File: src/rtl/pfa_pkg.sv
// Shared types and constants for the page frame allocator.
// Used by every module under rtl/ except pfa_mem; depends on nothing else.
package pfa_pkg;

  localparam int FRAME_W = 40;
  localparam int CNT_W   = 13;
  localparam int VAL_W   = 16;
  localparam int ZLIM_W  = 7;
  localparam int LEN_W   = 17;

  typedef enum logic [2:0] {
    CMD_LOAD    = 3'd0,
    CMD_ALLOC   = 3'd1,
    CMD_RETURN  = 3'd2,
    CMD_MARK    = 3'd3,
    CMD_INCREF  = 3'd4,
    CMD_READREF = 3'd5,
    CMD_ZERO    = 3'd6,
    CMD_COUNT   = 3'd7
  } cmd_t;

  typedef enum logic [1:0] {
    STS_OK       = 2'd0,
    STS_NOFRAME  = 2'd1,
    STS_NOTFOUND = 2'd2
  } status_t;

  typedef enum logic [1:0] {
    S_IDLE,
    S_RD,
    S_EV,
    S_FIN
  } state_t;

  typedef enum logic {
    PH_SEARCH,
    PH_APPLY
  } phase_t;

  typedef struct packed {
    status_t              status;
    logic [FRAME_W-1:0]   frame;
    logic [VAL_W-1:0]     value;
    logic [CNT_W-1:0]     unused;
    logic [CNT_W-1:0]     zeroed;
    logic                 last;
  } result_t;

endpackage

File: src/rtl/pfa_out_buf.sv
// Output register between the engine and the result channel.
// Depends on pfa_pkg for the result struct.
module pfa_out_buf (
  input  logic              clk,
  input  logic              rst_n,
  input  logic              res_valid,
  input  pfa_pkg::result_t  res,
  output logic              res_ready,
  output logic              out_valid,
  input  logic              out_ready,
  output pfa_pkg::result_t  out_res
);
  import pfa_pkg::*;

  logic    valid_r, valid_nxt;
  result_t data_r;

  assign res_ready = !valid_r || out_ready;

  always_comb begin
    valid_nxt = valid_r;
    if (res_ready) begin
      valid_nxt = res_valid;
    end
  end

  always_ff @(posedge clk) begin
    if (!rst_n) begin
      valid_r <= 1'b0;
    end else begin
      valid_r <= valid_nxt;
    end
  end

  always_ff @(posedge clk) begin
    if (res_ready && res_valid) begin
      data_r <= res;
    end
  end

  assign out_valid = valid_r;
  assign out_res   = data_r;

endmodule

File: config.mk
export PLATFORM = sky130hd
export DESIGN_NAME = pfa_out_buf
export DESIGN_NICKNAME = d
export VERILOG_FILES = /design/src/rtl/pfa_pkg.sv /design/src/rtl/pfa_out_buf.sv
export SDC_FILE = /design/constraint.sdc
export NUM_CORES = 1
export LEC_CHECK = 0
export BUFFER_PORTS_ARGS = -buffer_cell sky130_fd_sc_hd__clkbuf_2
export CAP_MARGIN = 5
export CELL_PAD_IN_SITES_DETAIL_PLACEMENT = 1
export CELL_PAD_IN_SITES_GLOBAL_PLACEMENT = 2
export CORE_UTILIZATION = 27
export CTS_CLUSTER_SIZE = 10
export DETAILED_ROUTE_END_ITERATION = 10
export PLACE_DENSITY = 0.79
export SLEW_MARGIN = 20
export SYNTH_ARGS = -nofsm -noshare
export SYNTH_HDL_FRONTEND = slang
export SYNTH_SLANG_ARGS = --single-unit
export TNS_END_PERCENT = 5
File: constraint.sdc
create_clock -name clk -period 1.76 [get_ports clk]
set_input_delay 0.176 -clock clk [delete_from_list [all_inputs] [get_ports clk]]
set_output_delay 0.176 -clock clk [all_outputs]
set_load 0.05 [all_outputs]
After elaboration in Yosys (flattened, before gate mapping)
Index checks and enable logic that the tools add are counted.

operators by class
  $add $sub $neg = 0
  $mul = 0
  div/mod/pow operators = 0
  $lt $le $gt $ge = 0
  equality and inequality tests = 0
  shift operators = 0
  mux-type cells = 0
  bitwise operators = 0
  reduce and logical (&&, ||, !) cells = 3

operator list
  operator           number
  logical AND 1 bit  1
  logical NOT 1 bit  1
  logical OR 1 bit   1

storage, ports and cells
  register bits = 86
  bits in latches = 0
  RAM bits = 0
  memory bits (read-only) = 0
  bits of input ports = 89
  output and inout port bits = 87
  word-level logic and storage cells = 10
  memories kept = 0

Logic depth before layout (Yosys ltp)
Gate-level depths: netlist of the first run.

  word-level depth = 3
  mapped depth = 2
  gate-level depth less buffers = 2

Worst setup path before layout of the first run
No wires, ideal clock.

  kind = reg-to-reg
  start point = register valid_r (netlist: out_valid)
  end point = register data_r (netlist bit out_res[0]), enable pin
  library setup time = 0.384 ns
  arrival = 1.470 ns
  data required time = 1.376 ns
  slack = -0.093 ns
  cell stages (with the launch flop) = 3
  path buffers = 0
  clock period less this slack = 1.853 ns
  path through = dfxtp_1 > nand2b_4 > and2_4

on the way
  longest elaborated chain between the ends = 3

RTL lines
  what                      line               text
  start: declaration        pfa_out_buf.sv:15  logic valid_r, valid_nxt;
  start signal: assignment  pfa_out_buf.sv:31  valid_r <= valid_nxt;
  logical NOT 1 bit         pfa_out_buf.sv:18  assign res_ready = !valid_r || out_ready;
  logical OR 1 bit          pfa_out_buf.sv:18
  net res_ready             pfa_out_buf.sv:8   output logic res_ready,
  logical AND 1 bit         pfa_out_buf.sv:36  if (res_ready && res_valid) begin
  end signal: assignment    pfa_out_buf.sv:37  data_r <= res;
  end: declaration          pfa_out_buf.sv:16  result_t data_r;

The timed path passes the listed nets, and every way through them passes these cells.
A chain may end at the register's enable or synchronous reset.

Worst setup path after layout of the first run
  start point = register valid_r (netlist: out_valid)
  end point = output port res_ready

on the way
  longest elaborated chain between the ends = 2

RTL lines
  what               line
  logical NOT 1 bit  pfa_out_buf.sv:18
  logical OR 1 bit   pfa_out_buf.sv:18
  end: declaration   pfa_out_buf.sv:8

No other way between the ends.

==> results of run 1 <==
power breakdown:
group	internal (mW)	leakage (nW)	switching [mW]
sequential	2.39	0.831	0.0350
combinational	0.260	1.07	0.559
clock	0.660	0.0935	0.673
total	3.31	1.99	1.27
kinds of logic (layout without fill, tap and decap cells):
kind of cell / count (synthesis) / after routing / synth area share
buf+inv: 1 / 266 / 0.00144
compound gates: 1 / 1 / 0.00431
flops: 86 / 86 / 0.986
simple gates: 2 / 2 / 0.00863
layout by cell type (no fill, tap or decap):
cell type / instances
clkinv_4: 2
clkbuf_2: 175
edfxtp_1: 85
clkinvlp_4: 1
a21boi_2: 1
dfxtp_2: 1
dlygate4sd3_1: 72
clkbuf_1: 2
buf_12: 2
and2_4: 1
inv_1: 1
clkinv_2: 1
clkbuf_8: 9
bufinv_16: 1
nand2b_4: 1
how the worst max path moves through the flow:
stage | startpoint | endpoint | slack, ns | depth (start not counted)
finish | out_valid | res_ready | 0.54 | 2
global route | out_valid | res_ready | 0.50 | 2
CTS | out_valid | res_ready | 0.53 | 2
detailed placement | out_valid | out_res[61] | 0.61 | 3
global placement | out_valid | out_res[1] | 0.64 | 3
floorplan | out_valid | out_res[0] | 0.04 | 2
critical path: cells and delay by family (launching register included):
family,cells,cell delay [ns]
buffers and inverters,1,0.27
DFF,1,0.35
and+or+nand+nor,1,0.08
flip-flops by register name, indices dropped and copies added, names as in the netlist:
register   cells
out_valid      1
out_res       85
through the flow:
| stage | power (mW) | util | std cells | cell area [um^2] |
|---|---|---|---|---|
| floorplan | 2.93 | - | 90 | 2610 |
| global placement | 3.15 | 0.397 | 396 | 3690 |
| detailed placement | 3.17 | 0.397 | 396 | 3690 |
| CTS | 4.64 | 0.491 | 480 | 4560 |
| global route | 4.75 | 0.496 | 484 | 4600 |
| finish | 4.58 | 0.496 | 484 | 4600 |
metal layers:
metal	part of all wire	up-vias	global-route usage
met5	0.0011	-	0
met4	0.010	2	0.0569
met3	0.079	10	0.0460
met2	0.54	110	0.262
met1	0.37	904	0.142
li1	-	881	-
layout make-up:
type,instances,area share
sequential,86,0.559
clock buffer,11,0.0286
multi-input combinational,3,0.00734
tap,129,0.0351
clock inverter,5,0.0131
inverter,1,0.000816
timing repair buffer,249,0.356
what timing repair did:
action,4_1_cts,5_1_grt
endpoints found under the hold margin,68,4
buffers inserted,0,0
hold buffers,68,4
==> results by group, run 1 <==
Pwr
  – Worst VDD drop: 0.592 mV
  – PwrDens: 995 nW/um^2
  – Cell leakage power: 1.99 nW

Logic synthesis
  – Ys async rst share: 0
  – Yosys Warn Count: 0
  – Main area contributors after synthesis: edfxtp_1 98%, dfxtp_1 0.77%, nand2b_4 0.53%
  – Most common flop cell mapped by yosys: edfxtp_1
  – Sequential area share after synthesis: 0.986
  – Post-Syn Area per Cell: 29.0 um^2
  – Synth top area share: 0.978
  – Synth Register Bits: 86
  – Cell type with the highest aggregate area in the netlist: edfxtp_1
  – EDFF count, synth: 85
  – Post-Synthesis Cells: 90
  – Most common cell in the netlist: edfxtp_1
  – Syn Std Cell Area: 2610 um^2
  – Unique masters post-synth: 6
  – Syn nets: 179

Worst setup path
  – Max FO, Critical Path: 3
  – Critical Path Source Type: flip-flop
  – Critical path type: reg2out
  – Critical path capture point type: output port
  – CP max stage delay: 0.35 ns
  – FF-to-FF Start: out_valid
  – Critical R2R Capture: out_res[6]
  – Crit-path cells: nand2b_4 > clkbuf_2
  – Setup slack, reg-to-reg: 0.58 ns
  – Crit path required time: 1.58 ns
  – Reg2reg path depth: 3
  – CP max stage cell: dfxtp_2
  – Arrival time worst endpoint: 1.04 ns

STA
  – # setup viols final: 0
  – Final count of pins violating max slew: 0
  – Max Fclk: 822 MHz
  – Min Hold Slack: 0.0228 ns
  – Final hold vios: 0
  – Setup ws final: 0.544 ns
  – Actual slew at the worst max-slew pin: 0.298 ns
  – Final Skew: 0.0116 ns
  – Setup total negative slack: 0 ns
  – Slew headroom: 0.802
  – Final period util: 0.691
  – Min Tclk post-route: 1.22 ns
  – RSZ-0062 raised after global routing: false

Detailed routing
  – DRT antenna net count: 0
  – Routed wire length: 7.28 mm
  – Via density: 3.94
  – Starting DRT DRC Count: 31
  – Pre-antenna DRT Iters: 4
  – Via count: 1907
  – Routed len/inst: 15.0 um
  – DRC errors left: 0

Finish
  – FF+latch area: 2570 um^2
  – Area growth syn-to-layout: 76.3%
  – Number of diodes: 0
  – Fillers: 955
  – Share of cells above drive strength 1: 0.549
  – Multi-input logic area: 33.8 um^2
  – Nets: 439

Clocking
  – CTS tree: built
  – CTS sink count: 86
  – Max Root-Sink Buffers: 2
  – Root Driver: clkbuf_8
  – Post_cts resized: 0
  – Clk_lat worst skew: 0.34 ns
  – CTS Buf Count: 9
  – CTS clk-pin slew, worst paths: 0.09 ns
  – H-tree depth: 3

Hold path
  – Hold path cells: 1
  – HP Class: in2reg
  – Hold endpoint: out_res[73]
  – Hold_sp: res[73]

Placed design
  – Placement Setup Slack: 0.607 ns
  – Routability cong.: 0.665
  – IO Port Bufs: 175
  – DP Wirelength: 4.81 mm

Floorplanning
  – Initial core utilization: 0.281
  – Die area: 10100 um^2
  – Core ar.: 9280 um^2
  – Chip height: 100 um
  – Die Span X: 100 um
  – Num ports: 176
  – Placement row count: 35

Run
  – Maxcap violations: 0

Outcome
  – Status: finished clean

Global route
  – Vias in the first global route: 2104
  – Global Route Usage Sum: 0.140
  – Largest net degree at the start of global routing: 44
  – Initial antenna violation count: 1
  – First-pass GRT wire length: 10.2 mm
  – Remaining Overflow, GRT: 0
Note: power is estimated with default switching activity, not from simulation.
==> run 2, diff against run 1 <==
==> constraint.sdc (replaced) <==
create_clock -name clk -period 1.15 [get_ports clk]
set_input_delay 0.115 -clock clk [delete_from_list [all_inputs] [get_ports clk]]
set_output_delay 0.115 -clock clk [all_outputs]
set_load 0.05 [all_outputs]
==> run 2 against run 1 <==
Against the previous run: the flow now finishes with violations (setup timing); critical path depth grew 1; design area grew 3.5%; sequential share of layout area shrank 1.9 points; cell count grew 3.3%; clock skew shrank 0.0015 ns; clock power grew 52%; combinational power grew 60%; global-route usage grew 1.8 points; register-to-register slack lost 0.61 ns; power grew 54%; die area is the same; first-iteration DRC count shrank 23%.
==> results by group, run 2 (same netlist as run 1, synthesis figures left out) <==
Outcome
  – Status: finished with violations (was finished clean)
  – Violated checks: setup timing

Finish
  – Fillers: 964 (was 955)
  – Share of cells above drive strength 1: 0.526 (was 0.549)
  – Multi-input logic area: 33.8 um^2 (unchanged)
  – FF+latch area: 2580 um^2 (was 2570 um^2)
  – Most frequent cells in the layout: 166 x clkbuf_2, 87 x dlygate4sd3_1, 85 x edfxtp_1 (was 175 x clkbuf_2, 85 x edfxtp_1, 72 x dlygate4sd3_1)
  – Commonest non-fill, non-tap cell in the layout: clkbuf_2 (unchanged)
  – Nets: 455 (was 439)
  – Max reg flops: 85 (unchanged)
  – Number of diodes: 0 (unchanged)
  – Area growth syn-to-layout: 82.5% (was 76.3%)
  – Fin cells: 500 (was 484)

STA
  – Actual slew at the worst max-slew pin: 0.329 ns (was 0.298 ns)
  – Slew headroom: 0.781 (was 0.802)
  – # setup viols final: 60 (was 0)
  – Final Skew: 0.0101 ns (was 0.0116 ns)
  – Final hold vios: 0 (unchanged)
  – Max Fclk: 848 MHz
  – Final period util: 1.03
  – Setup total negative slack: -0.674 ns (was 0 ns)
  – Min Hold Slack: 0.0643 ns (was 0.0228 ns)
  – Min Tclk post-route: 1.18 ns
  – Setup ws final: -0.0296 ns (was 0.544 ns)
  – Final count of pins violating max slew: 0 (unchanged)
  – RSZ-0062 raised after global routing: true (was false)

Global route
  – Largest net degree at the start of global routing: 40 (was 44)
  – First-pass GRT wire length: 11.3 mm (was 10.2 mm)
  – Met2 Use GR: 0.302 (was 0.262)
  – Gr busiest metal: met2 (unchanged)
  – Met3 usage: 0.0536 (was 0.0460)
  – Vias in the first global route: 2208 (was 2104)
  – Remaining Overflow, GRT: 0 (unchanged)
  – Met1 usage: 0.153 (was 0.142)
  – Global Route Usage Sum: 0.158 (was 0.140)
  – Initial antenna violation count: 0 (was 1)

Floorplanning
  – Core ar.: 9280 um^2 (unchanged)
  – Initial core utilization: 0.281 (unchanged)
  – Placement row count: 35 (unchanged)
  – Die Span X: 100 um (unchanged)
  – Die area: 10100 um^2 (unchanged)
  – Num ports: 176 (unchanged)
  – Chip height: 100 um (unchanged)

Detailed routing
  – Starting DRT DRC Count: 24 (was 31)
  – Via density: 3.90 (was 3.94)
  – Routed wire length: 7.79 mm (was 7.28 mm)
  – Routed len/inst: 15.6 um (was 15.0 um)
  – Via count: 1951 (was 1907)
  – DRC errors left: 0 (unchanged)
  – DRT antenna net count: 0 (unchanged)
  – Pre-antenna DRT Iters: 3 (was 4)

Clocking
  – H-tree depth: 3 (unchanged)
  – CTS sink count: 86 (unchanged)
  – CTS Buf Count: 9 (unchanged)
  – Root Driver: clkbuf_8 (unchanged)
  – CTS tree: built (unchanged)
  – Clk_lat worst skew: 0.35 ns (was 0.34 ns)
  – CTS clk-pin slew, worst paths: 0.08 ns (was 0.09 ns)
  – Max Root-Sink Buffers: 2 (unchanged)

Pwr
  – Switching power total: 1.94 mW (was 1.27 mW)
  – Flop pwr share: 0.527 (was 0.530)
  – Clock Power Share: 0.287 (was 0.291)
  – Pint: 5.10 mW (was 3.31 mW)
  – Tot Pwr: 7.04 mW (was 4.58 mW)
  – Cell leakage power: 2.06 nW (was 1.99 nW)
  – Worst VDD drop: 0.631 mV (was 0.592 mV)
  – Net Sw Frac: 0.275 (was 0.277)
  – PwrDens: 1480 nW/um^2 (was 995 nW/um^2)
  – Combinational share of power: 0.186 (was 0.179)

Worst setup path
  – Critical path type: reg2reg (was reg2out)
  – Max FO, Critical Path: 39 (was 3)
  – Crit-path cells: nand2b_4 > and2_4 > buf_16 (was nand2b_4 > clkbuf_2)
  – CP max stage cell: dfxtp_4 (was dfxtp_2)
  – CP max stage delay: 0.36 ns (was 0.35 ns)
  – Crit path required time: 1.19 ns (was 1.58 ns)
  – Arrival time worst endpoint: 1.22 ns (was 1.04 ns)
  – Critical path capture point type: flip-flop (was output port)
  – Critical Path Source Type: flip-flop (unchanged)

Run
  – Maxcap violations: 0 (unchanged)

Hold path
  – HP Class: in2reg (unchanged)

Placed design
  – DP Wirelength: 5.04 mm (was 4.81 mm)
  – Placed cells: 397 (was 396)
  – IO Port Bufs: 175 (unchanged)
  – Routability cong.: 0.666 (was 0.665)
  – Placement Setup Slack: -0.00524 ns (was 0.607 ns)
run 2: cell types whose count changed in the layout (fill, tap and decap cells not counted), sizes merged:
cell         delta
clkinvlp        -1
dlygate4sd3    +15
clkbuf          -7
buf             +9
run 2: metal layers:
metal | vias up | part of all wire
met5 | - | 0
met4 | 0 | 0.020
met1 | 918 | 0.35
met2 | 107 | 0.56
met3 | 15 | 0.073
li1 | 911 | -
run 2: worst paths after layout:
check	endpoint	startpoint	slack, ns	cells past startpoint
worst max-delay path	out_res[37]	out_valid	-0.03	3
worst min-delay path	out_valid	out_ready	0.06	3
worst max register to register	out_res[37]	out_valid	-0.03	3
worst min register to register	out_valid	out_valid	0.52	2
run 2: final cells by class:
type	count	share of cell area
clock buffer	12	0.0284
sequential	86	0.541
inverter	1	0.000788
clock inverter	4	0.0102
tap	129	0.0339
multi-input combinational	3	0.00709
timing repair buffer	265	0.379
run 2: repair_timing:
item / 4_1_cts / 5_1_grt
hold endpoints to repair: 86 / 0
gates resized for setup: 1 / 9
buffers inserted: 0 / 0
setup endpoints to repair: 42 / 84
hold buffers: 87 / 0
run 2: worst max-delay path: cells and delay by family (launching register included):
kind	cells	cell delay (ns)
buffers and inverters	1	0.22
flip-flops	1	0.36
AND/OR/NAND/NOR	2	0.27
run 2: power groups by stage:
| stage | registers [mW] | logic, mW | clock network, mW |
|---|---|---|---|
| CTS | 3.71 | 1.31 | 2.10 |
| floorplan | 4.41 | 0.0696 | 0 |
| global placement | 3.77 | 1.05 | 0 |
| global route | 3.73 | 1.37 | 2.22 |
| finish | 3.71 | 1.31 | 2.02 |
| detailed placement | 3.79 | 1.07 | 0 |
run 2: per-stage QoR:
stage / cell area, um^2 / utilization
3_5_place_dp: 3700 / 0.398
2_1_floorplan: 2610 / -
4_1_cts: 4760 / 0.512
3_3_place_gp: 3700 / 0.398
5_1_grt: 4760 / 0.513
6_report: 4760 / 0.513
