### src/rtl/pfa_pkg.sv
// Shared types and constants for the page frame allocator.
// Used by every module under rtl/ except pfa_mem; depends on nothing else.
package pfa_pkg;

  localparam int FRAME_W = 40;
  localparam int CNT_W   = 13;
  localparam int VAL_W   = 16;
  localparam int ZLIM_W  = 7;
  localparam int LEN_W   = 17;

  typedef enum logic [2:0] {
    CMD_LOAD    = 3'd0,
    CMD_ALLOC   = 3'd1,
    CMD_RETURN  = 3'd2,
    CMD_MARK    = 3'd3,
    CMD_INCREF  = 3'd4,
    CMD_READREF = 3'd5,
    CMD_ZERO    = 3'd6,
    CMD_COUNT   = 3'd7
  } cmd_t;

  typedef enum logic [1:0] {
    STS_OK       = 2'd0,
    STS_NOFRAME  = 2'd1,
    STS_NOTFOUND = 2'd2
  } status_t;

  typedef enum logic [1:0] {
    S_IDLE,
    S_RD,
    S_EV,
    S_FIN
  } state_t;

  typedef enum logic {
    PH_SEARCH,
    PH_APPLY
  } phase_t;

  typedef struct packed {
    status_t              status;
    logic [FRAME_W-1:0]   frame;
    logic [VAL_W-1:0]     value;
    logic [CNT_W-1:0]     unused;
    logic [CNT_W-1:0]     zeroed;
    logic                 last;
  } result_t;

endpackage

### src/rtl/pfa_engine.sv
// Command sequencer: scans the frame table one entry at a time, applies
// read-modify-write updates and keeps the frame counters. Depends on pfa_pkg.
module pfa_engine #(
  parameter int TABLE_DEPTH    = 4096,
  parameter int REF_WIDTH      = 16,
  parameter int MAX_ZERO_BURST = 64,
  parameter int AW             = 12,
  parameter int EW             = 58
) (
  input  logic                      clk,
  input  logic                      rst_n,
  input  logic                      cfg_wr_en,
  input  logic [pfa_pkg::CNT_W-1:0] cfg_wr_data,
  input  logic                      in_valid,
  output logic                      in_ready,
  input  logic [2:0]                in_command,
  input  logic [11:0]               in_entry_index,
  input  logic [pfa_pkg::FRAME_W-1:0] in_frame_number,
  input  logic                      in_entry_free,
  input  logic [3:0]                in_order,
  input  logic                      in_clean_only,
  input  logic [pfa_pkg::ZLIM_W-1:0] in_zero_limit,
  input  logic [1:0]                in_dirty_select,
  output logic                      mem_rd_en,
  output logic [AW-1:0]             mem_rd_addr,
  input  logic [EW-1:0]             mem_rd_data,
  output logic                      mem_wr_en,
  output logic [AW-1:0]             mem_wr_addr,
  output logic [EW-1:0]             mem_wr_data,
  output logic                      res_valid,
  input  logic                      res_ready,
  output pfa_pkg::result_t          res
);
  import pfa_pkg::*;

  localparam int NW = AW + 1;
  localparam int CW = (NW > ZLIM_W) ? NW : ZLIM_W;
  localparam int SAT_MAX = 32767;

  // Entry layout: frame in the low bits, then ref count, free, dirty.
  logic [FRAME_W-1:0]   e_frame;
  logic [REF_WIDTH-1:0] e_ref;
  logic                 e_free;
  logic                 e_dirty;
  logic [REF_WIDTH-1:0] dec_ref;

  assign e_frame = mem_rd_data[FRAME_W-1:0];
  assign e_ref   = mem_rd_data[FRAME_W +: REF_WIDTH];
  assign e_free  = mem_rd_data[FRAME_W+REF_WIDTH];
  assign e_dirty = mem_rd_data[FRAME_W+REF_WIDTH+1];
  assign dec_ref = e_ref - REF_WIDTH'(1);

  state_t             state_r, state_nxt;
  phase_t             phase_r, phase_nxt;
  cmd_t               cmd_r, cmd_nxt;
  logic [CNT_W-1:0]   entry_count_r, entry_count_nxt;
  logic [CNT_W-1:0]   unused_r, unused_nxt;
  logic [CNT_W-1:0]   zeroed_r, zeroed_nxt;
  logic               pend_v_r, pend_v_nxt;
  result_t            pend_r, pend_nxt;
  logic [FRAME_W-1:0] key_r, key_nxt;
  logic [LEN_W-1:0]   len_r, len_nxt;
  logic [LEN_W-1:0]   remain_r, remain_nxt;
  logic [LEN_W-1:0]   run_r, run_nxt;
  logic               zonly_r, zonly_nxt;
  logic [ZLIM_W-1:0]  zlim_r, zlim_nxt;
  logic [1:0]         dsel_r, dsel_nxt;
  logic [NW-1:0]      live_r, live_nxt;
  logic [NW-1:0]      j_r, j_nxt;
  logic [NW-1:0]      start_r, start_nxt;
  logic               has_start_r, has_start_nxt;
  logic               prev_ok_r, prev_ok_nxt;
  logic [FRAME_W-1:0] prev_frame_r, prev_frame_nxt;
  logic [CW-1:0]      cnt_r, cnt_nxt;
  logic               found_r, found_nxt;
  logic [VAL_W-1:0]   val_r, val_nxt;
  logic [FRAME_W-1:0] res_frame_r, res_frame_nxt;

  logic               scan_done;
  logic               contig;
  logic               start_ok;

  assign in_ready = (state_r == S_IDLE);

  always_comb begin
    state_nxt       = state_r;
    phase_nxt       = phase_r;
    cmd_nxt         = cmd_r;
    entry_count_nxt = entry_count_r;
    unused_nxt      = unused_r;
    zeroed_nxt      = zeroed_r;
    pend_v_nxt      = pend_v_r;
    pend_nxt        = pend_r;
    key_nxt         = key_r;
    len_nxt         = len_r;
    remain_nxt      = remain_r;
    run_nxt         = run_r;
    zonly_nxt       = zonly_r;
    zlim_nxt        = zlim_r;
    dsel_nxt        = dsel_r;
    live_nxt        = live_r;
    j_nxt           = j_r;
    start_nxt       = start_r;
    has_start_nxt   = has_start_r;
    prev_ok_nxt     = prev_ok_r;
    prev_frame_nxt  = prev_frame_r;
    cnt_nxt         = cnt_r;
    found_nxt       = found_r;
    val_nxt         = val_r;
    res_frame_nxt   = res_frame_r;
    mem_rd_en       = 1'b0;
    mem_rd_addr     = j_r[AW-1:0];
    mem_wr_en       = 1'b0;
    mem_wr_addr     = j_r[AW-1:0];
    mem_wr_data     = mem_rd_data;
    res_valid       = 1'b0;
    res             = '{status: STS_OK, frame: '0, value: '0, unused: unused_r,
                        zeroed: zeroed_r, last: 1'b1};
    scan_done       = (32'(j_r) >= 32'(live_r)) ||
                      (phase_r == PH_APPLY && remain_r == '0) ||
                      (cmd_r == CMD_ZERO && cnt_r >= CW'(zlim_r));
    contig          = prev_ok_r && (e_frame == FRAME_W'(prev_frame_r + FRAME_W'(1)));
    start_ok        = !zonly_r || !e_dirty;

    if (cfg_wr_en) begin
      entry_count_nxt = cfg_wr_data;
    end

    case (state_r)
      S_IDLE: begin
        if (in_valid) begin
          cmd_nxt       = cmd_t'(in_command);
          key_nxt       = in_frame_number;
          len_nxt       = LEN_W'(1) << in_order;
          zonly_nxt     = in_clean_only;
          zlim_nxt      = (32'(in_zero_limit) > MAX_ZERO_BURST) ?
                          ZLIM_W'(MAX_ZERO_BURST) : in_zero_limit;
          dsel_nxt      = in_dirty_select;
          live_nxt      = (32'(entry_count_r) < TABLE_DEPTH) ?
                          NW'(entry_count_r) : NW'(TABLE_DEPTH);
          j_nxt         = '0;
          phase_nxt     = PH_SEARCH;
          has_start_nxt = 1'b0;
          prev_ok_nxt   = 1'b0;
          run_nxt       = '0;
          remain_nxt    = '0;
          cnt_nxt       = '0;
          found_nxt     = 1'b0;
          pend_v_nxt    = 1'b0;
          val_nxt       = '0;
          res_frame_nxt = '0;
          if (cmd_t'(in_command) == CMD_LOAD) begin
            if (32'(in_entry_index) < TABLE_DEPTH) begin
              mem_wr_en   = 1'b1;
              mem_wr_addr = AW'(in_entry_index);
              mem_wr_data = {!in_entry_free, in_entry_free,
                             in_entry_free ? REF_WIDTH'(0) : REF_WIDTH'(1),
                             in_frame_number};
              if (in_entry_free) begin
                unused_nxt = unused_r + CNT_W'(1);
                zeroed_nxt = zeroed_r + CNT_W'(1);
              end
            end
            state_nxt = S_FIN;
          end else begin
            state_nxt = S_RD;
          end
        end
      end

      S_RD: begin
        if (scan_done) begin
          state_nxt = S_FIN;
        end else begin
          mem_rd_en = 1'b1;
          state_nxt = S_EV;
        end
      end

      S_EV: begin
        state_nxt = S_RD;
        case (cmd_r)
          CMD_ALLOC: begin
            if (phase_r == PH_SEARCH) begin
              if (!e_free) begin
                prev_ok_nxt   = 1'b0;
                has_start_nxt = 1'b0;
                run_nxt       = '0;
              end else begin
                prev_ok_nxt = 1'b1;
                if (contig && has_start_r) begin
                  run_nxt = run_r + LEN_W'(1);
                end else if (start_ok) begin
                  start_nxt     = j_r;
                  has_start_nxt = 1'b1;
                  run_nxt       = LEN_W'(1);
                end else begin
                  has_start_nxt = 1'b0;
                  run_nxt       = '0;
                end
              end
              prev_frame_nxt = e_frame;
              if (has_start_nxt && run_nxt == len_r) begin
                // Run complete: go back to its first entry and claim it.
                found_nxt  = 1'b1;
                phase_nxt  = PH_APPLY;
                j_nxt      = start_nxt;
                remain_nxt = len_r;
              end else begin
                j_nxt = j_r + NW'(1);
              end
            end else begin
              mem_wr_en   = 1'b1;
              mem_wr_data = {1'b1, 1'b0, REF_WIDTH'(1), e_frame};
              if (!e_dirty) begin
                zeroed_nxt = zeroed_r - CNT_W'(1);
              end
              unused_nxt = unused_r - CNT_W'(1);
              if (remain_r == len_r) begin
                res_frame_nxt = e_frame;
              end
              j_nxt      = j_r + NW'(1);
              remain_nxt = remain_r - LEN_W'(1);
            end
          end

          CMD_RETURN, CMD_MARK, CMD_INCREF, CMD_READREF: begin
            if (phase_r == PH_APPLY) begin
              mem_wr_en   = 1'b1;
              mem_wr_data = {e_dirty, (dec_ref == '0) ? 1'b1 : e_free, dec_ref, e_frame};
              if (dec_ref == '0) begin
                unused_nxt = unused_r + CNT_W'(1);
              end
              j_nxt      = j_r + NW'(1);
              remain_nxt = remain_r - LEN_W'(1);
            end else if (e_frame == key_r) begin
              found_nxt = 1'b1;
              case (cmd_r)
                CMD_RETURN: begin
                  phase_nxt  = PH_APPLY;
                  remain_nxt = len_r;
                end
                CMD_MARK: begin
                  mem_wr_en   = 1'b1;
                  mem_wr_data = {1'b1, 1'b0, REF_WIDTH'(1), e_frame};
                  if (!e_dirty) begin
                    zeroed_nxt = zeroed_r - CNT_W'(1);
                  end
                  unused_nxt = unused_r - CNT_W'(1);
                  state_nxt  = S_FIN;
                end
                CMD_INCREF: begin
                  mem_wr_en   = 1'b1;
                  mem_wr_data = {e_dirty, e_free, e_ref + REF_WIDTH'(1), e_frame};
                  state_nxt   = S_FIN;
                end
                default: begin
                  val_nxt   = VAL_W'(32'(signed'(e_ref)));
                  state_nxt = S_FIN;
                end
              endcase
            end else begin
              j_nxt = j_r + NW'(1);
            end
          end

          CMD_ZERO: begin
            if (e_free && e_dirty) begin
              if (pend_v_r && !res_ready) begin
                // The previous frame's result has not left yet; hold here.
                state_nxt = S_EV;
              end else begin
                res_valid   = pend_v_r;
                res         = pend_r;
                mem_wr_en   = 1'b1;
                mem_wr_data = {1'b0, e_free, e_ref, e_frame};
                zeroed_nxt  = zeroed_r + CNT_W'(1);
                cnt_nxt     = cnt_r + CW'(1);
                pend_v_nxt  = 1'b1;
                pend_nxt    = '{status: STS_OK, frame: e_frame,
                                value: VAL_W'(cnt_r + CW'(1)), unused: unused_r,
                                zeroed: zeroed_r + CNT_W'(1), last: 1'b0};
                j_nxt       = j_r + NW'(1);
              end
            end else begin
              j_nxt = j_r + NW'(1);
            end
          end

          CMD_COUNT: begin
            if (e_ref == '0 && (dsel_r[1] || e_dirty == dsel_r[0])) begin
              cnt_nxt = cnt_r + CW'(1);
            end
            j_nxt = j_r + NW'(1);
          end

          default: begin
            state_nxt = S_FIN;
          end
        endcase
      end

      S_FIN: begin
        res_valid = 1'b1;
        case (cmd_r)
          CMD_ALLOC: begin
            if (found_r) begin
              res.frame = res_frame_r;
            end else begin
              res.status = STS_NOFRAME;
            end
          end
          CMD_RETURN, CMD_MARK, CMD_INCREF: begin
            if (!found_r) begin
              res.status = STS_NOTFOUND;
            end
          end
          CMD_READREF: begin
            if (found_r) begin
              res.value = val_r;
            end else begin
              res.status = STS_NOTFOUND;
              res.value  = '1;
            end
          end
          CMD_ZERO: begin
            if (pend_v_r) begin
              res      = pend_r;
              res.last = 1'b1;
            end else begin
              res.status = STS_NOFRAME;
            end
          end
          CMD_COUNT: begin
            res.value = (32'(cnt_r) > SAT_MAX) ? VAL_W'(SAT_MAX) : VAL_W'(cnt_r);
          end
          default: begin
          end
        endcase
        if (res_ready) begin
          state_nxt = S_IDLE;
        end
      end

      default: begin
        state_nxt = S_IDLE;
      end
    endcase
  end

  always_ff @(posedge clk) begin
    if (!rst_n) begin
      state_r       <= S_IDLE;
      entry_count_r <= '0;
      unused_r      <= '0;
      zeroed_r      <= '0;
      pend_v_r      <= 1'b0;
    end else begin
      state_r       <= state_nxt;
      entry_count_r <= entry_count_nxt;
      unused_r      <= unused_nxt;
      zeroed_r      <= zeroed_nxt;
      pend_v_r      <= pend_v_nxt;
    end
  end

  always_ff @(posedge clk) begin
    phase_r      <= phase_nxt;
    cmd_r        <= cmd_nxt;
    pend_r       <= pend_nxt;
    key_r        <= key_nxt;
    len_r        <= len_nxt;
    remain_r     <= remain_nxt;
    run_r        <= run_nxt;
    zonly_r      <= zonly_nxt;
    zlim_r       <= zlim_nxt;
    dsel_r       <= dsel_nxt;
    live_r       <= live_nxt;
    j_r          <= j_nxt;
    start_r      <= start_nxt;
    has_start_r  <= has_start_nxt;
    prev_ok_r    <= prev_ok_nxt;
    prev_frame_r <= prev_frame_nxt;
    cnt_r        <= cnt_nxt;
    found_r      <= found_nxt;
    val_r        <= val_nxt;
    res_frame_r  <= res_frame_nxt;
  end

  // The scan never reads an entry in the same cycle that it writes it.
  a_no_rw_collide: assert property (@(posedge clk) disable iff (!rst_n)
    !(mem_rd_en && mem_wr_en && mem_rd_addr == mem_wr_addr))
    else $error("frame table read and write hit the same entry");

  // Entry evaluation only follows a read issue or a stalled evaluation.
  a_ev_after_rd: assert property (@(posedge clk) disable iff (!rst_n)
    state_r == S_EV |-> $past(state_r) == S_RD || $past(state_r) == S_EV)
    else $error("entry evaluated without a table read");

  // A zero-dirty command never marks more frames than its limit.
  a_zero_limit: assert property (@(posedge clk) disable iff (!rst_n)
    state_r != S_IDLE && cmd_r == CMD_ZERO |-> cnt_r <= CW'(zlim_r))
    else $error("zero burst exceeded its limit");

  // An accepted request always starts work on the next cycle.
  a_accept_busy: assert property (@(posedge clk) disable iff (!rst_n)
    in_valid && in_ready |=> state_r != S_IDLE)
    else $error("request accepted but engine stayed idle");

endmodule

### config.mk
export PLATFORM = sky130hd
export DESIGN_NAME = pfa_engine
export DESIGN_NICKNAME = d
export VERILOG_FILES = /design/src/rtl/pfa_pkg.sv /design/src/rtl/pfa_engine.sv
export SDC_FILE = /design/constraint.sdc
export NUM_CORES = 1
export LEC_CHECK = 0
export ABC_AREA = 1
export BUFFER_PORTS_ARGS = -buffer_cell sky130_fd_sc_hd__buf_4
export CAP_MARGIN = 5
export CORE_AREA = 2 2 219 221
export DETAILED_ROUTE_END_ITERATION = 8
export DIE_AREA = 0 0 221 223
export PLACE_DENSITY_LB_ADDON = 0.2
export SYNTH_ARGS = -nofsm -noshare
export SYNTH_HDL_FRONTEND = slang
export SYNTH_SLANG_ARGS = --single-unit
### constraint.sdc
create_clock -name clk -period 14.9 [get_ports clk]
set_clock_uncertainty 0.05 [all_clocks]
set_input_delay 2.235 -clock clk [delete_from_list [all_inputs] [get_ports clk]]
set_output_delay 2.235 -clock clk [all_outputs]
set_load 0.02 [all_outputs]
[Word level (Yosys, flattened, before mapping)]
Cells that the tools add are included.
Storage, ports and cells
  output and inout bits: 171
  logic and storage cells: 291
  bits in registers: 380
  input bits: 146
Operators by class
  eq/ne operators: 49
  $lt $le $gt $ge: 4
  bitwise gates (word level): 2
  muxes and demuxes: 154
  shift operators: 1
  reductions and logical operators: 41
  $add $sub $neg: 12
Operator list (number)
  $mux 58: 7
  $mux 13: 31
  $mux 83: 4
  $pmux 58 s2: 2
  $mux 17: 13
  $mux 40: 5
  $pmux 58 s3: 1
  $pmux 85 s2: 1
  $pmux 40 s2: 2
  $pmux 13 s2: 6
  $pmux 17 s2: 3
  $mux 16: 6
  $eq 40x40->1: 2
  $add 13x1->13 const B: 4
  $pmux 13 s4: 1
  $pmux 16 s3: 1
  $mux 1: 43
  $add 40x1->40 const B: 1
  $pmux 13 s3: 1
  $mux 12: 3
  $eq 17x17->1: 2
  $ne 3x3->1 const B: 11
  $logic_not 16->1: 2
  $ne 4x4->1 const B: 8
  46 further kinds: 103

[Logic depth before layout (Yosys ltp)]
Gate-level depths: netlist (run 1).
  word-level depth: 15
  depth in mapped cells: 28
  depth with buffers taken out: 27

[Least setup slack after synthesis (run 1)]
No wires, ideal clock.
  path type: input to output
  from: input port in_valid
  to: output port mem_wr_addr[0]
  slack: 5.426 ns
  path buffers: 2
  stages on the path: 6
  data arrival time: 7.189 ns
  data required time: 12.615 ns
  path through: inv_1 > nor2_1 > nand2_1 > clkbuf_1 > clkbuf_1 > a21oi_1
Between the ends
  longest elaborated chain between the ends: 2
Ends and longest elaborated chain
  from (decl): RTL line pfa_engine.sv:14  | input logic in_valid,
  $mux 12: RTL line pfa_engine.sv:131  | if (in_valid) begin
  $mux 12: RTL line pfa_engine.sv:129  | case (state_r)
  to (decl): RTL line pfa_engine.sv:28  | output logic [AW-1:0] mem_wr_addr,
Every way passes these cells.

[Worst setup path in the final report (run 1)]
  from: input port mem_rd_data[13]
  to: output port mem_wr_data[57]
Between the ends
  longest elaborated chain between the ends: 5
Ends and longest elaborated chain
  from (decl): RTL line pfa_engine.sv:26  | input logic [EW-1:0] mem_rd_data,
  $eq 40x40->1: RTL line pfa_engine.sv:236  | end else if (e_frame == key_r) begin
  $mux 58: RTL line pfa_engine.sv:236
  $mux 58: RTL line pfa_engine.sv:228  | if (phase_r == PH_APPLY) begin
  $pmux 58 s3: RTL line pfa_engine.sv:182  | case (cmd_r)
  $pmux 58 s2: RTL line pfa_engine.sv:129
  to (decl): RTL line pfa_engine.sv:29  | output logic [EW-1:0] mem_wr_data,
Every way passes these cells.

==> flow_metrics.env, run 1 <==
export IMPL_path_cells="buf_4, xnor2_1, nand4_1, nor4_1, nand2_1, nor2_1, inv_1, o21ai_0, nand2_1, nand3_1, o21ai_0, o221ai_1, buf_4"
export IMPL_dp_hpwl_um=58100
export IMPL_die_area_mm2=0.0493
export IMPL_design_core_area_mm2=0.0471
export IMPL_clock_root_buffer="clkbuf_16"
export IMPL_wl_per_cell_um=20.2
export IMPL_grt_antenna_before_repair=2
export IMPL_grt_busiest_layer="met2"
export IMPL_hold_class="register to register"
export IMPL_grtUsageTotal_pct=30.6
export IMPL_pwr_share_clk_pct=34.9
export IMPL_status="finished clean"
export IMPL_tightest_slew_ns=1.19
export IMPL_p_comb_share_pct=23.6
export IMPL_post_cts_buffers=0
export IMPL_synth_nets=3090
export IMPL_drive_gt1_share_pct=14.3
export IMPL_hold_viol=0
export IMPL_async_reset_ff_share_pct=0
export IMPL_crit_type="input port to output pin"
export IMPL_finalPower_w=0.00335
export IMPL_crit_path_end_kind="output pin"
export IMPL_placed_cell_area_mm2=0.0261
export IMPL_post_route_min_period_ns=8.05
export IMPL_cts_sinks=377
export IMPL_ff_latch_area_mm2=0.0109
export IMPL_hold_buffers=0
export IMPL_setup_violations=0
export IMPL_wl_um=77500
export IMPL_crit_required_ns=12.61
export IMPL_drt_iter0_markers=2154
export IMPL_holdWs_ns=0.400
export IMPL_pre_cts_ws_ns=7.01
export IMPL_ant_nets=0
export IMPL_cp_max_fo=8
export IMPL_rsz0062_at_grt="no"
export IMPL_clk_pin_slew_worst_paths_ns=0.06
export IMPL_io_buffers=316
export IMPL_yosysWarnings=0
export IMPL_slowest_stage="nor4_1"
export IMPL_seq_area_frac_synth_pct=46.9
export IMPL_initial_core_util_pct=49.3
export IMPL_gp_congestion=0.968
export IMPL_final_cell_area_mm2=0.0276
export IMPL_vias=21449
export IMPL_cts_buffers=43
export IMPL_nets=3363
export IMPL_fin_tns_setup_ns=0
export IMPL_syn_area_mm2=0.0232
export IMPL_synth_edf_count=335
export IMPL_drc_errors=0
export IMPL_ys_types=59
export IMPL_swShare_pct=32.1
export IMPL_grt_pass1_wl_um=117000
export IMPL_cts_tree="built"
export IMPL_synthCells=2908
export IMPL_grt_ovfl_total=0
export IMPL_power_leakage_nw=12.1
export IMPL_io_pins=317
export IMPL_area_growth_pct=19.0
export IMPL_p_seq_share_pct=41.5
export IMPL_vias_per_cell=5.60
export IMPL_die_x_um=221
export IMPL_h_tree_depth=2
export IMPL_fmax_mhz=124
export IMPL_arrival_ns=5.77
export IMPL_final_cell_mix="nand2_1, inv_1, nor2_1"
export IMPL_grt_pass1_vias=20316
export IMPL_power_switching_w=0.00107
export IMPL_crit_path_start_kind="input port"
export IMPL_max_stage_delay_ns=0.68
export IMPL_n_fill_cell=4336
export IMPL_irDropWorstVdd_mv=0.0975
export IMPL_finalWorstSetupSlack_ns=6.85
export IMPL_insertion_delay_ns=0.59
export IMPL_mostFrequentLayoutCell="nand2_1"
export IMPL_slew_violations=0
export IMPL_p_int_w=0.00227
export IMPL_syn_avg_cell_area_um2=7.99
export IMPL_maxCapViolations=0
export IMPL_met1_usage_pct=40.6
export IMPL_relSlewSlack_pct=20.5
export IMPL_die_h_um=223
export IMPL_grt_max_degree=67
export IMPL_multi_input_area_mm2=0.0103
export IMPL_cts_buffer_depth=3
export IMPL_p_per_area_mw_per_mm2=121
export IMPL_synth_seq_cells=377
export IMPL_grtUsageMet2_pct=50.8
export IMPL_met3_usage_pct=5.94
export IMPL_period_share_pct=54.0
export IMPL_synth_ff_type="edfxtp_1"
export IMPL_rows=80
export IMPL_firstDrtPassIters=6
export IMPL_post_cts_resized=0
-- flip-flops by register name (all words and copies together) (netlist names), 2 cells and up --
signal         flops
start_r           13
zlim_r             7
cmd_r              3
unused_r          13
remain_r          17
dsel_r             2
run_r             17
len_r             16
key_r             40
cnt_r             13
zeroed_r          13
j_r               13
live_r            13
entry_count_r     13
prev_frame_r      40
val_r             16
state_r            2
pend_r            80
res_frame_r       40
-- cell families (layout without fill, tap and decap cells) --
group | after synthesis | count (layout) | synth area share, %
xor+xnor | 137 | 137 | 5.17
fa+ha+maj | 36 | 36 | 1.94
flops | 377 | 377 | 46.9
mux | 3 | 3 | 0.140
simple gates | 1333 | 1333 | 24.7
compound gates | 477 | 477 | 12.1
other cells | 0 | 1 | 0
buf+inv | 545 | 852 | 9.10
-- power by group through the flow --
stage	Clock, W	Combinational [W]	Sequential, W
final	0.00117	0.000791	0.00139
after global routing	0.00122	0.000869	0.00140
after floorplan	0	0.000514	0.00137
after global placement	0	0.000772	0.00140
after CTS	0.00118	0.000788	0.00139
after detailed placement	0	0.000783	0.00141
-- cell usage after synthesis (9+ instances only) --
cell,count,area (um^2)
nand2_1,578,2170
inv_1,422,1580
nor2_1,420,1580
edfxtp_1,335,10100
o21ai_0,204,1020
nand3_1,148,741
a21oi_1,120,601
clkbuf_1,81,304
xor2_1,74,648
xnor2_1,63,552
nand4_1,62,388
nor3_1,48,240
dfxtp_1,42,841
ha_1,36,450
a22oi_1,33,248
nor4_1,24,150
a32o_1,22,220
o22ai_1,19,119
a31oi_1,16,100
o211ai_1,14,105
buf_4,13,97.6
a211oi_1,12,90.1
buf_1,9,33.8
nor2_4,9,101
-- layout make-up --
cell class / count / area share [%]
Sequential cell: 377 / 39.4
Multi-Input combinational cell: 1986 / 37.1
Antenna cell: 1 / 0.00905
Inverter: 436 / 5.93
Clock buffer: 48 / 4.03
Tap cell: 615 / 2.78
Clock inverter: 31 / 1.57
Timing Repair Buffer: 337 / 9.15
-- final timing paths --
path                         start               end  slack, ns  cells after the start
setup / recovery   mem_rd_data[13]   mem_wr_data[57]       6.85                     13
hold reg to reg   entry_count_r[0]  entry_count_r[0]       0.40                      2
setup reg to reg        state_r[1]      unused_r[10]       9.73                     15
hold / removal    entry_count_r[0]  entry_count_r[0]       0.40                      2
-- metal layers --
layer / share of wire (%) / vias up
met2: 47 / 909
li1: - / 10255
met3: 7.8 / 135
met1: 42 / 10150
met4: 2.8 / 0
met5: 0 / -
-- through the flow --
stage,cells,utilization [%]
3_3_place_gp,3751,55.3
5_1_grt,3830,58.6
6_report,3831,58.6
3_5_place_dp,3751,55.3
2_1_floorplan,2908,-
4_1_cts,3830,58.6
-- critical path: cells and delay by family --
kind / cells / cell delay, ns
xor gates and xnor gates: 1 / 0.34
AOI/OAI and AO/OA: 3 / 0.56
buffers and inverters: 3 / 0.62
and+or+nand+nor: 6 / 2.00
Note: power is estimated with default switching activity, not from simulation.
==> run 2: changes to the inputs <==
- clock period: 14.9 -> 6.66 ns (I/O delays scaled with it)
==> run 2 against run 1 <==
Effect of this change: utilization is 0.36 points lower; critical path depth is 1 higher; sequential cell count stayed put; global-route usage is 0.11 points lower; sequential power is 120% higher; final area is 0.62% lower; combinational power is 120% higher; via count is 0.91% higher; register-to-register slack worse by 8.0 ns; largest cell class unchanged; largest power group unchanged.
==> flow_metrics.env, run 2 (same netlist as run 1, synthesis figures left out) <==
export IMPL_placed_cell_area_mm2=0.0261
export IMPL_mostFrequentLayoutCell="nand2_1"
export IMPL_grt_pass1_vias=20252
export IMPL_finalPower_w=0.00718
export IMPL_grt_max_degree=56
export IMPL_cts_buffers=43
export IMPL_clk_pin_slew_worst_paths_ns=0.06
export IMPL_largest_register="pend_r"
export IMPL_relSlewSlack_pct=26.8
export IMPL_design_core_area_mm2=0.0471
export IMPL_area_growth_pct=18.3
export IMPL_io_pins=317
export IMPL_post_place_cells=3753
export IMPL_status="finished clean"
export IMPL_slowest_stage="inv_2"
export IMPL_die_h_um=223
export IMPL_cp_top_family="buffers and inverters"
export IMPL_drive_gt1_share_pct=14.2
export IMPL_wl_um=77900
export IMPL_power_leakage_nw=12.0
export IMPL_h_tree_depth=2
export IMPL_setup_violations=0
export IMPL_path_cells="inv_1, nor2_1, inv_1, nor2_1, clkinv_1, nor2_1, nand2_1, inv_4, a21oi_2, buf_4, inv_2, nand3_1, o21ai_0, buf_4"
export IMPL_grt_antenna_before_repair=3
export IMPL_largest_reg_flops=80
export IMPL_vias=21645
export IMPL_hold_viol=0
export IMPL_wl_per_cell_um=20.3
export IMPL_post_cts_buffers=0
export IMPL_firstDrtPassIters=5
export IMPL_maxCapViolations=0
export IMPL_final_cell_mix="nand2_1, inv_1, nor2_1"
export IMPL_grt_pass1_wl_um=117000
export IMPL_io_buffers=316
export IMPL_drc_errors=0
export IMPL_slew_violations=0
export IMPL_nets=3365
export IMPL_rows=80
export IMPL_fmax_mhz=169
export IMPL_fin_tns_setup_ns=0
export IMPL_cp_max_fo=37
export IMPL_p_per_area_mw_per_mm2=261
export IMPL_post_route_min_period_ns=5.92
export IMPL_die_x_um=221
export IMPL_post_cts_resized=0
export IMPL_gp_congestion=1.00
export IMPL_fin_cells=3834
export IMPL_hold_class="register to register"
export IMPL_cts_tree="built"
export IMPL_grt_ovfl_total=0
export IMPL_drt_iter0_markers=2125
export IMPL_arrival_ns=4.87
export IMPL_crit_path_end_kind="output pin"
export IMPL_irDropWorstVdd_mv=0.223
export IMPL_vias_per_cell=5.65
export IMPL_tightest_slew_ns=1.09
export IMPL_clock_root_buffer="clkbuf_16"
export IMPL_cts_sinks=377
export IMPL_critPathMostFrequentCell="nor2_1"
export IMPL_grtUsageTotal_pct=30.4
export IMPL_insertion_delay_ns=0.59
export IMPL_period_share_pct=88.9
export IMPL_cts_buffer_depth=3
export IMPL_rsz0062_at_grt="no"
export IMPL_max_stage_delay_ns=0.70
export IMPL_initial_core_util_pct=49.3
export IMPL_hold_buffers=0
export IMPL_final_cell_area_mm2=0.0275
export IMPL_crit_required_ns=5.61
export IMPL_ant_nets=0
export IMPL_dp_hpwl_um=58200
export IMPL_crit_path_start_kind="register"
export IMPL_die_area_mm2=0.0493
export IMPL_critPathBufInv=7
export IMPL_crit_type="register to output pin"
## run 2: per-layer routing
layer  vias up  part of all wire, %  global-route usage, %
li1      10264                    -                      -
met1     10263                   42                   41.2
met4         0                  3.9                   12.6
met2       949                   47                   49.6
met5         -                    0                      0
met3       169                  7.0                   3.92
## run 2: path summary, 6_finish.rpt
| path | startpoint | end | slack [ns] | depth (start not counted) |
|---|---|---|---|---|
| min reg2reg | entry_count_r[9] | entry_count_r[9] | 0.41 | 2 |
| max | cmd_r[1] | res[24] | 0.74 | 14 |
| min | entry_count_r[9] | entry_count_r[9] | 0.41 | 2 |
| max reg2reg | prev_frame_r[0] | remain_r[4] | 1.77 | 22 |
## run 2: power breakdown
part           internal, W  switching, W
clock network      0.00132      0.000980
logic             0.000593       0.00118
registers          0.00289      0.000213
total              0.00480       0.00238
## run 2: cell type report
type | count | area (um^2)
clock buffers | 55 | 1170
repair buffers | 339 | 2540
fillers | 4279 | 19700
well taps | 615 | 769
diodes | 3 | 7.51
clock inverters | 23 | 185
flip-flops and latches | 377 | 10900
multi-input cells | 1986 | 10300
inverters | 436 | 1640
## run 2: worst reg2reg max path, stage by stage, from the launching register on
cell	delay [ns]
edfxtp_1	0.42
ha_1	0.24
nand2_2	0.10
nor2_4	0.22
nand2_2	0.12
nor2_4	0.29
nand2_1	0.10
nand2_1	0.08
nand2_1	0.06
nand2_1	0.11
nand2_1	0.10
nor2_1	0.13
nand2_1	0.07
nor2_2	0.48
inv_2	0.14
nor2_8	0.20
nand3_1	0.08
nand2_1	0.09
nand2_1	0.06
nor2_1	0.10
nand3_1	0.13
nor2_4	0.43
o21a_1	0.69
## run 2: through the flow
step	hold WS, ns	setup WS (ns)	util (%)
after floorplan	0.353	0.816	-
after global placement	0.393	1.35	55.4
after detailed placement	0.397	1.37	55.4
after CTS	0.408	0.791	58.3
after global routing	0.432	0.479	58.3
final	0.410	0.736	58.3
